===== src/fbs_pkg.sv =====
// Package for the frame byte scrambler: key constants, direction codes and the result word type.
// No dependencies; every other file of the block imports it.
package fbs_pkg;

    localparam int unsigned BYTE_W = 8;

    // Fixed key bytes of the scrambling scheme.
    localparam logic [BYTE_W-1:0] KEY_FIRST = 8'h76;
    localparam logic [BYTE_W-1:0] KEY_CHAIN = 8'hDC;

    // Frame positions with special meaning.
    localparam logic [BYTE_W-1:0] POS_LENGTH = 8'd0;
    localparam logic [BYTE_W-1:0] POS_FIRST  = 8'd1;
    localparam logic [BYTE_W-1:0] POS_SECOND = 8'd2;

    // Shortest length that is scrambled at all.
    localparam logic [BYTE_W-1:0] MIN_LEN = 8'd2;

    // Direction register codes.
    localparam logic DIR_SCRAMBLE   = 1'b0;
    localparam logic DIR_DESCRAMBLE = 1'b1;
    localparam logic DIR_RESET      = DIR_DESCRAMBLE;

    // One result word.
    typedef struct packed {
        logic [BYTE_W-1:0] out_byte;
        logic              frame_last;
        logic              short_frame;
    } t_result;

endpackage


===== src/fbs_in_if.sv =====
// Input channel of the frame byte scrambler: valid/ready handshake carrying one frame byte.
// Depends on fbs_pkg for the byte width.
interface fbs_in_if
    import fbs_pkg::*;
();
    logic              valid;
    logic              ready;
    logic [BYTE_W-1:0] data_byte;

    modport source (output valid, output data_byte, input ready);
    modport sink   (input valid, input data_byte, output ready);
endinterface


===== src/fbs_out_if.sv =====
// Output channel of the frame byte scrambler: valid/ready handshake carrying one result word.
// Depends on fbs_pkg for the byte width.
interface fbs_out_if
    import fbs_pkg::*;
();
    logic              valid;
    logic              ready;
    logic [BYTE_W-1:0] out_byte;
    logic              frame_last;
    logic              short_frame;

    modport source (output valid, output out_byte, output frame_last, output short_frame,
                    input ready);
    modport sink   (input valid, input out_byte, input frame_last, input short_frame,
                    output ready);
endinterface


===== src/fbs_in_stage.sv =====
// Input register of the frame byte scrambler: holds one accepted word until the core takes it.
// Depends on fbs_pkg and fbs_in_if.
module fbs_in_stage
    import fbs_pkg::*;
(
    input  logic              i_clk,
    input  logic              i_rst_n,
    fbs_in_if.sink            i_in,
    input  logic              i_advance,
    output logic              o_valid,
    output logic [BYTE_W-1:0] o_data
);

    logic              r_valid;
    logic              n_valid;
    logic [BYTE_W-1:0] r_data;
    logic              w_accept;

    // The register may be refilled in the same cycle that its word moves on.
    assign i_in.ready = !r_valid || i_advance;
    assign w_accept   = i_in.valid && i_in.ready;

    always_comb begin
        n_valid = r_valid;
        if (w_accept) begin
            n_valid = 1'b1;
        end else if (i_advance) begin
            n_valid = 1'b0;
        end
    end

    always_ff @(posedge i_clk) begin
        if (!i_rst_n) begin
            r_valid <= 1'b0;
        end else begin
            r_valid <= n_valid;
        end
    end

    // Payload needs no reset.
    always_ff @(posedge i_clk) begin
        if (w_accept) begin
            r_data <= i_in.data_byte;
        end
    end

    assign o_valid = r_valid;
    assign o_data  = r_data;

endmodule


===== src/fbs_core.sv =====
// Scrambling core: frame position tracking, chaining state and the per-byte XOR logic.
// Depends on fbs_pkg.
module fbs_core
    import fbs_pkg::*;
(
    input  logic              i_clk,
    input  logic              i_rst_n,
    input  logic              i_fire,
    input  logic [BYTE_W-1:0] i_data,
    input  logic              i_direction,
    output t_result           o_res
);

    logic [BYTE_W-1:0] r_position;
    logic [BYTE_W-1:0] n_position;
    logic [BYTE_W-1:0] r_frame_len;
    logic [BYTE_W-1:0] n_frame_len;
    logic [BYTE_W-1:0] r_prev_cipher;
    logic [BYTE_W-1:0] n_prev_cipher;
    logic [BYTE_W-1:0] r_second_plain;
    logic [BYTE_W-1:0] n_second_plain;
    logic [BYTE_W-1:0] w_chain_key;
    logic [BYTE_W-1:0] w_out;
    logic              w_last;
    logic              w_short;

    // Key for a middle byte: previous cipher-side byte plus the chain constant, wrapping.
    assign w_chain_key = r_prev_cipher + KEY_CHAIN;

    // Work out the result word and the next state for the byte at the current position.
    always_comb begin
        n_position     = r_position;
        n_frame_len    = r_frame_len;
        n_prev_cipher  = r_prev_cipher;
        n_second_plain = r_second_plain;
        w_out          = i_data;

        if (r_position == POS_LENGTH) begin
            // Length byte opens the frame and passes through.
            w_short       = (i_data < MIN_LEN);
            w_last        = (i_data == POS_LENGTH);
            n_frame_len   = i_data;
            n_prev_cipher = i_data;
            n_position    = w_last ? POS_LENGTH : POS_FIRST;
        end else begin
            w_short = (r_frame_len < MIN_LEN);
            w_last  = (r_position == r_frame_len);
            if (!w_short) begin
                if (r_position == POS_FIRST) begin
                    w_out = i_data ^ KEY_FIRST;
                end else if (w_last) begin
                    if (r_position == POS_SECOND) begin
                        // A frame whose last byte is byte two XORs that byte with itself.
                        w_out          = '0;
                        n_second_plain = i_data;
                    end else begin
                        w_out = i_data ^ r_second_plain;
                    end
                end else begin
                    w_out = i_data ^ w_chain_key;
                    if (r_position == POS_SECOND) begin
                        n_second_plain = (i_direction == DIR_SCRAMBLE) ? i_data : w_out;
                    end
                end
                n_prev_cipher = (i_direction == DIR_SCRAMBLE) ? w_out : i_data;
            end
            n_position = w_last ? POS_LENGTH : r_position + 8'd1;
        end
    end

    // State moves only when a word passes through the core.
    always_ff @(posedge i_clk) begin
        if (!i_rst_n) begin
            r_position     <= '0;
            r_frame_len    <= '0;
            r_prev_cipher  <= '0;
            r_second_plain <= '0;
        end else if (i_fire) begin
            r_position     <= n_position;
            r_frame_len    <= n_frame_len;
            r_prev_cipher  <= n_prev_cipher;
            r_second_plain <= n_second_plain;
        end
    end

    assign o_res.out_byte    = w_out;
    assign o_res.frame_last  = w_last;
    assign o_res.short_frame = w_short;

endmodule


===== src/fbs_out_stage.sv =====
// Result register of the frame byte scrambler: holds one result word until the sink takes it.
// Depends on fbs_pkg and fbs_out_if.
module fbs_out_stage
    import fbs_pkg::*;
(
    input  logic     i_clk,
    input  logic     i_rst_n,
    input  logic     i_valid,
    input  t_result  i_res,
    fbs_out_if.source o_out,
    output logic     o_advance
);

    logic    r_valid;
    t_result r_res;

    // A new word may enter whenever the register is empty or is being emptied.
    assign o_advance = !r_valid || o_out.ready;

    always_ff @(posedge i_clk) begin
        if (!i_rst_n) begin
            r_valid <= 1'b0;
        end else if (o_advance) begin
            r_valid <= i_valid;
        end
    end

    always_ff @(posedge i_clk) begin
        if (o_advance && i_valid) begin
            r_res <= i_res;
        end
    end

    assign o_out.valid       = r_valid;
    assign o_out.out_byte    = r_res.out_byte;
    assign o_out.frame_last  = r_res.frame_last;
    assign o_out.short_frame = r_res.short_frame;

endmodule


===== src/frame_byte_scrambler.sv =====
// Top level of the frame byte scrambler: input register, scrambling core, result register.
// Depends on fbs_pkg, fbs_in_if, fbs_out_if, fbs_in_stage, fbs_core and fbs_out_stage.
//
//   Channel   Direction  Carries                                   Handshake
//   i_in      in         data_byte[7:0]                            valid / ready
//   o_out     out        out_byte[7:0], frame_last, short_frame    valid / ready
//   i_cfg_*   in         direction (i_cfg_wdata)                   write enable only
//
// One word is taken per cycle while the output is not stalled, which the single adder and XOR
// of the chaining path allow; each word passes the input register, then the result register.
// Reset is synchronous and clears the frame position, chaining state and both valid flags;
// direction returns to descramble.
// A stalled output holds its word; the input keeps accepting until both registers are full.
module frame_byte_scrambler
    import fbs_pkg::*;
(
    input  logic      i_clk,
    input  logic      i_rst_n,
    input  logic      i_cfg_we,
    input  logic      i_cfg_wdata,
    fbs_in_if.sink    i_in,
    fbs_out_if.source o_out
);

    logic              r_direction;
    logic              w_in_valid;
    logic [BYTE_W-1:0] w_in_data;
    logic              w_advance;
    logic              w_fire;
    t_result           w_res;

    // Direction register.
    always_ff @(posedge i_clk) begin
        if (!i_rst_n) begin
            r_direction <= DIR_RESET;
        end else if (i_cfg_we) begin
            r_direction <= i_cfg_wdata;
        end
    end

    fbs_in_stage u_in_stage (
        .i_clk     (i_clk),
        .i_rst_n   (i_rst_n),
        .i_in      (i_in),
        .i_advance (w_advance),
        .o_valid   (w_in_valid),
        .o_data    (w_in_data)
    );

    // A word passes through the core when it is held and the result register can take it.
    assign w_fire = w_in_valid && w_advance;

    fbs_core u_core (
        .i_clk       (i_clk),
        .i_rst_n     (i_rst_n),
        .i_fire      (w_fire),
        .i_data      (w_in_data),
        .i_direction (r_direction),
        .o_res       (w_res)
    );

    fbs_out_stage u_out_stage (
        .i_clk     (i_clk),
        .i_rst_n   (i_rst_n),
        .i_valid   (w_in_valid),
        .i_res     (w_res),
        .o_out     (o_out),
        .o_advance (w_advance)
    );

    // Input stalls only when both registers are full and the sink is not taking.
    a_stall_only_when_full: assert property (@(posedge i_clk) disable iff (!i_rst_n)
        !i_in.ready |-> (o_out.valid && !o_out.ready && w_in_valid))
        else $error("input stalled with room in the pipeline");

    // A short frame word leaves the core unchanged.
    a_short_passes: assert property (@(posedge i_clk) disable iff (!i_rst_n)
        (w_in_valid && w_res.short_frame) |-> (w_res.out_byte == w_in_data))
        else $error("short frame byte was altered");

    // The result register only empties after the sink has taken its word.
    a_no_lost_word: assert property (@(posedge i_clk) disable iff (!i_rst_n)
        ($fell(o_out.valid) && $past(i_rst_n)) |-> $past(o_out.ready))
        else $error("result word dropped without being taken");

endmodule


===== src/flat_wrapper.sv =====
// flat-port wrapper written by rule: the top's interface ports become plain ports
module frame_byte_scrambler_flat import fbs_pkg::*;
  (i_clk, i_rst_n, i_cfg_we, i_cfg_wdata, i_in_valid, i_in_data_byte, i_in_ready, o_out_valid, o_out_out_byte, o_out_frame_last, o_out_short_frame, o_out_ready);
  fbs_in_if i_in_i ();
  fbs_out_if o_out_i ();
  input  logic i_clk;
  input  logic i_rst_n;
  input  logic i_cfg_we;
  input  logic i_cfg_wdata;
  input wire logic [$bits(i_in_i.valid)-1:0] i_in_valid;
  input wire logic [$bits(i_in_i.data_byte)-1:0] i_in_data_byte;
  output wire logic [$bits(i_in_i.ready)-1:0] i_in_ready;
  output wire logic [$bits(o_out_i.valid)-1:0] o_out_valid;
  output wire logic [$bits(o_out_i.out_byte)-1:0] o_out_out_byte;
  output wire logic [$bits(o_out_i.frame_last)-1:0] o_out_frame_last;
  output wire logic [$bits(o_out_i.short_frame)-1:0] o_out_short_frame;
  input wire logic [$bits(o_out_i.ready)-1:0] o_out_ready;
  assign i_in_i.valid = i_in_valid;
  assign i_in_i.data_byte = i_in_data_byte;
  assign i_in_ready = i_in_i.ready;
  assign o_out_valid = o_out_i.valid;
  assign o_out_out_byte = o_out_i.out_byte;
  assign o_out_frame_last = o_out_i.frame_last;
  assign o_out_short_frame = o_out_i.short_frame;
  assign o_out_i.ready = o_out_ready;
  frame_byte_scrambler u_core (.i_clk(i_clk), .i_rst_n(i_rst_n), .i_cfg_we(i_cfg_we), .i_cfg_wdata(i_cfg_wdata), .i_in(i_in_i), .o_out(o_out_i));
endmodule

===== config.mk =====
export PLATFORM = sky130hd
export DESIGN_NAME = frame_byte_scrambler_flat
export DESIGN_NICKNAME = d
export VERILOG_FILES = /design/src/fbs_pkg.sv /design/src/fbs_in_if.sv /design/src/fbs_out_if.sv /design/src/fbs_in_stage.sv /design/src/fbs_core.sv /design/src/fbs_out_stage.sv /design/src/frame_byte_scrambler.sv /design/src/flat_wrapper.sv
export SDC_FILE = /design/constraint.sdc
export NUM_CORES = 1
export LEC_CHECK = 0
export BUFFER_PORTS_ARGS = -buffer_cell sky130_fd_sc_hd__buf_2
export CAP_MARGIN = 20
export CORE_AREA = 2 2 77 79
export CTS_CLUSTER_SIZE = 8
export DETAILED_ROUTE_END_ITERATION = 8
export DIE_AREA = 0 0 79 81
export PLACE_DENSITY_LB_ADDON = 0.3
export SLEW_MARGIN = 40
export SYNTH_ARGS = -nofsm -noshare
export SYNTH_HDL_FRONTEND = slang
export SYNTH_SLANG_ARGS = --single-unit

===== constraint.sdc =====
create_clock -name i_clk -period 1.96 [get_ports i_clk]
set_input_delay 0.196 -clock i_clk [delete_from_list [all_inputs] [get_ports i_clk]]
set_output_delay 0.196 -clock i_clk [all_outputs]
set_load 0.01 [all_outputs]

==> flow_metrics.tcl <==
set metrics [dict create \
    viasPerCell 5.84 \
    drc 0 \
    slew_headroom_pct 69.6 \
    core_um2 5680 \
    power_density_nw_per_um2 704 \
    cts_buffers 5 \
    synthFlopType "dfxtp_1" \
    dp_slack_ps -139 \
    clk_latency_ps 320 \
    postSynthAreaPerCell_um2 9.24 \
    async_reset_ff_share_pct 0 \
    nFillCells 470 \
    hold_class "in -> reg" \
    clk_path_buf_depth 2 \
    cts_tree "yes" \
    cp.buffers_inverters 3 \
    rsz0062_at_grt "yes" \
    start_util_pct 50.5 \
    path_clk_slew_ps 100 \
    htreeDepth 2 \
    ys_ff_latch 53 \
    worstMarginPinSlew_ps 456 \
    hpwl_mm 5.24 \
    die_w_um 79 \
    clock_sinks 53 \
    pwr-share-seq_pct 47.4 \
    setup_slack_ps -12.5 \
    synth_top_area_cell "dfxtp_1" \
    hold_viol_final 0 \
    grt_pass1_vias 2354 \
    cts_root_buf "clkbuf_8" \
    most-common-layout-cells "buf_4 (50), buf_2 (25), dfxtp_1 (25), nor2_1 (24), nand2_1 (20)" \
    syn-cell-area_um2 2870 \
    nets 399 \
    setup_viol 1 \
    critPathKind "reg -> reg" \
    gr-total-overflow 0 \
    crit_family "simple AND/OR/NAND/NOR gates" \
    row_count 28 \
    wl_mm 7.88 \
    vias 2662 \
    crit_path_max_incr_delay_ps 380 \
    violations "setup timing" \
    drtIter0Drc 267 \
    use_met3_pct 3.78 \
    firstDrtPassIters 5 \
    post-route-min-period_ps 1970 \
    leakagePower_nw 1.47 \
    drv_cap 0 \
    slew_viol_final 0 \
    swShare_pct 31.0 \
    combPwrFrac_pct 28.8 \
    yosys_warnings 0 \
    busiest_layer "met2" \
    io_pins 26 \
    clockPowerShare_pct 23.8 \
    skew_ps 10.5 \
    synth.area.top_cells "dfxtp_1 (24%), edfxtp_1 (19%), xnor2_1 (4.9%)" \
    worstPathRequired_ps 2130 \
    drive_above_1_share_pct 36.5 \
    ant_nets 0 \
    startpoint_type "flip-flop" \
    synth_top_area_share_pct 24.5 \
    p_int_mw 1.81 \
    path_common_cell "buf_4" \
    fin_cells 456 \
    synth-edff-count 18 \
    cp_slowest_cell "dfxtp_4" \
    dp_cells 438 \
    grt_pass1_wl_mm 11.8 \
    cts_hold_buf 0 \
    postSynthCellCount 310 \
    grtUsageMet2_pct 40.1 \
    fp.dieH_um 81 \
    clock.fmax_mhz 507 \
    syn_to_final_growth_pct 29.7 \
    grt_max_degree 28 \
    period_share_pct 101 \
    io_buffer_count 25 \
    path_max_fanout 15 \
    use_met1_pct 32.3 \
    antenna_found_initial 0 \
    vdd_drop_max_v 0.000471 \
    synth-seq-area-share_pct 43.3 \
    grt_usage_pct 24.0 \
    synth_nets 329 \
    die-area_um2 6400 \
    gp_congestion 0.850 \
    crit_chain "xnor2_2, nand4_1, buf_4, nor3b_4, buf_12, buf_4, nand3b_1, and4_1, o21ai_1" \
    arrival_ps 2150 \
    run_status "finished with violations" \
    final_common_cell "buf_4" \
    routedWlPerCell_um 17.3 \
    worstSetupEndpointType "flip-flop" \
    diodes 0 \
    yosysUniqueCellTypes 59 \
    p_switching_mw 0.811 \
]
power by group through the flow:
stage | Combinational [mW] | Sequential [mW] | Clock (mW)
final | 0.753 | 1.24 | 0.624
after CTS | 0.659 | 1.24 | 0.629
after detailed placement | 0.610 | 1.26 | 0
after global routing | 0.810 | 1.25 | 0.667
after floorplan | 0.406 | 1.25 | 0
after global placement | 0.592 | 1.26 | 0
kinds of logic after synthesis:
kind of cell	Yosys count	synth area share (%)
adders and majority gates	5	2.18
muxes	10	3.54
DFF	53	43.3
AOI/OAI and AO/OA	60	14.4
buffers and inverters	35	5.28
xor gates and xnor gates	23	7.03
and+or+nand+nor	124	24.2
stage by stage:
stage	power (mW)	utilization, %	cell area, µm²	hold slack (ps)	setup TNS [ps]
5_1_grt	2.72	65.5	3720	47.4	-1590
3_5_place_dp	1.87	59.3	3370	374	-1120
2_1_floorplan	1.65	-	2880	295	-11.1
6_report	2.62	65.5	3720	53.8	-12.5
3_3_place_gp	1.85	59.3	3370	373	-25.4
4_1_cts	2.52	61.9	3510	45.9	-28.4
state kept, by name (all words and copies together) (netlist names):
register	flops
u_core.u_core.r_frame_len	8
u_core.u_core.r_position	8
u_core.u_core.r_prev_cipher	8
u_core.u_core.r_second_plain	8
u_core.u_in_stage.o_data	8
u_core.u_out_stage.o_out.out_byte	8
u_core.r_direction	1
u_core.u_in_stage.o_valid	1
u_core.u_out_stage.o_out.frame_last	1
u_core.u_out_stage.o_out.short_frame	1
u_core.u_out_stage.o_out.valid	1
metal layers:
layer | share of wire (%) | wire length, µm | up-vias
li1 | - | - | 1259
met5 | 0 | 0 | -
met1 | 43 | 3370 | 1268
met4 | 2.3 | 179 | 0
met2 | 49 | 3900 | 116
met3 | 5.5 | 435 | 19
layout make-up:
| cell class | instances | area [µm²] | area share [%] |
|---|---|---|---|
| Clock buffer | 7 | 76.3 | 2.05 |
| Clock inverter | 1 | 7.51 | 0.202 |
| Inverter | 17 | 63.8 | 1.72 |
| Multi-Input combinational cell | 222 | 1630 | 43.7 |
| Sequential cell | 53 | 1260 | 34.0 |
| Tap cell | 75 | 93.8 | 2.53 |
| Timing Repair Buffer | 81 | 586 | 15.8 |
synthesized netlist by cell type, types with 3 or more instances:
library cell  instances
dfxtp_1              35
nor2_1               27
nand2_1              21
nand3_1              20
o21ai_0              19
edfxtp_1             18
inv_1                17
xnor2_1              16
clkbuf_1             11
nand4_1              11
mux2i_1               9
nor2b_1               8
a21oi_1               7
xor2_1                7
nor3_1                6
o211ai_1              6
ha_1                  5
a31oi_1               4
and3_1                4
a311oi_1              3
and3_2                3
buf_1                 3
nand2b_1              3
nand4b_1              3
or3_1                 3
worst reg2reg max path, stage by stage (launching register included):
cell and delay [ps]:
dfxtp_4 380, xnor2_2 150, nand4_1 170, buf_4 190, nor3b_4 230, buf_12 170
buf_4 120, nand3b_1 80, and4_1 210, o21ai_1 130
final timing paths:
| path | start | to | slack (ps) | cells past startpoint |
|---|---|---|---|---|
| max | u_core.u_core.r_position[0] | u_core.u_out_stage.o_out.out_byte[6] | -10 | 9 |
| min reg2reg | u_core.u_core.r_second_plain[5] | u_core.u_core.r_second_plain[5] | 520 | 2 |
| min | i_in_data_byte[2] | u_core.u_in_stage.o_data[2] | 50 | 1 |
| max reg2reg | u_core.u_core.r_position[0] | u_core.u_out_stage.o_out.out_byte[6] | -10 | 9 |
what timing repair did:
action / 4_1_cts / 5_1_grt
setup buffers: 3 / 6
resized for setup: 9 / 41
setup endpoints to repair: 16 / 22
gates cloned: 0 / 1
pin swaps: 3 / 9
No activity file was read; power rests on OpenSTA's default activity.
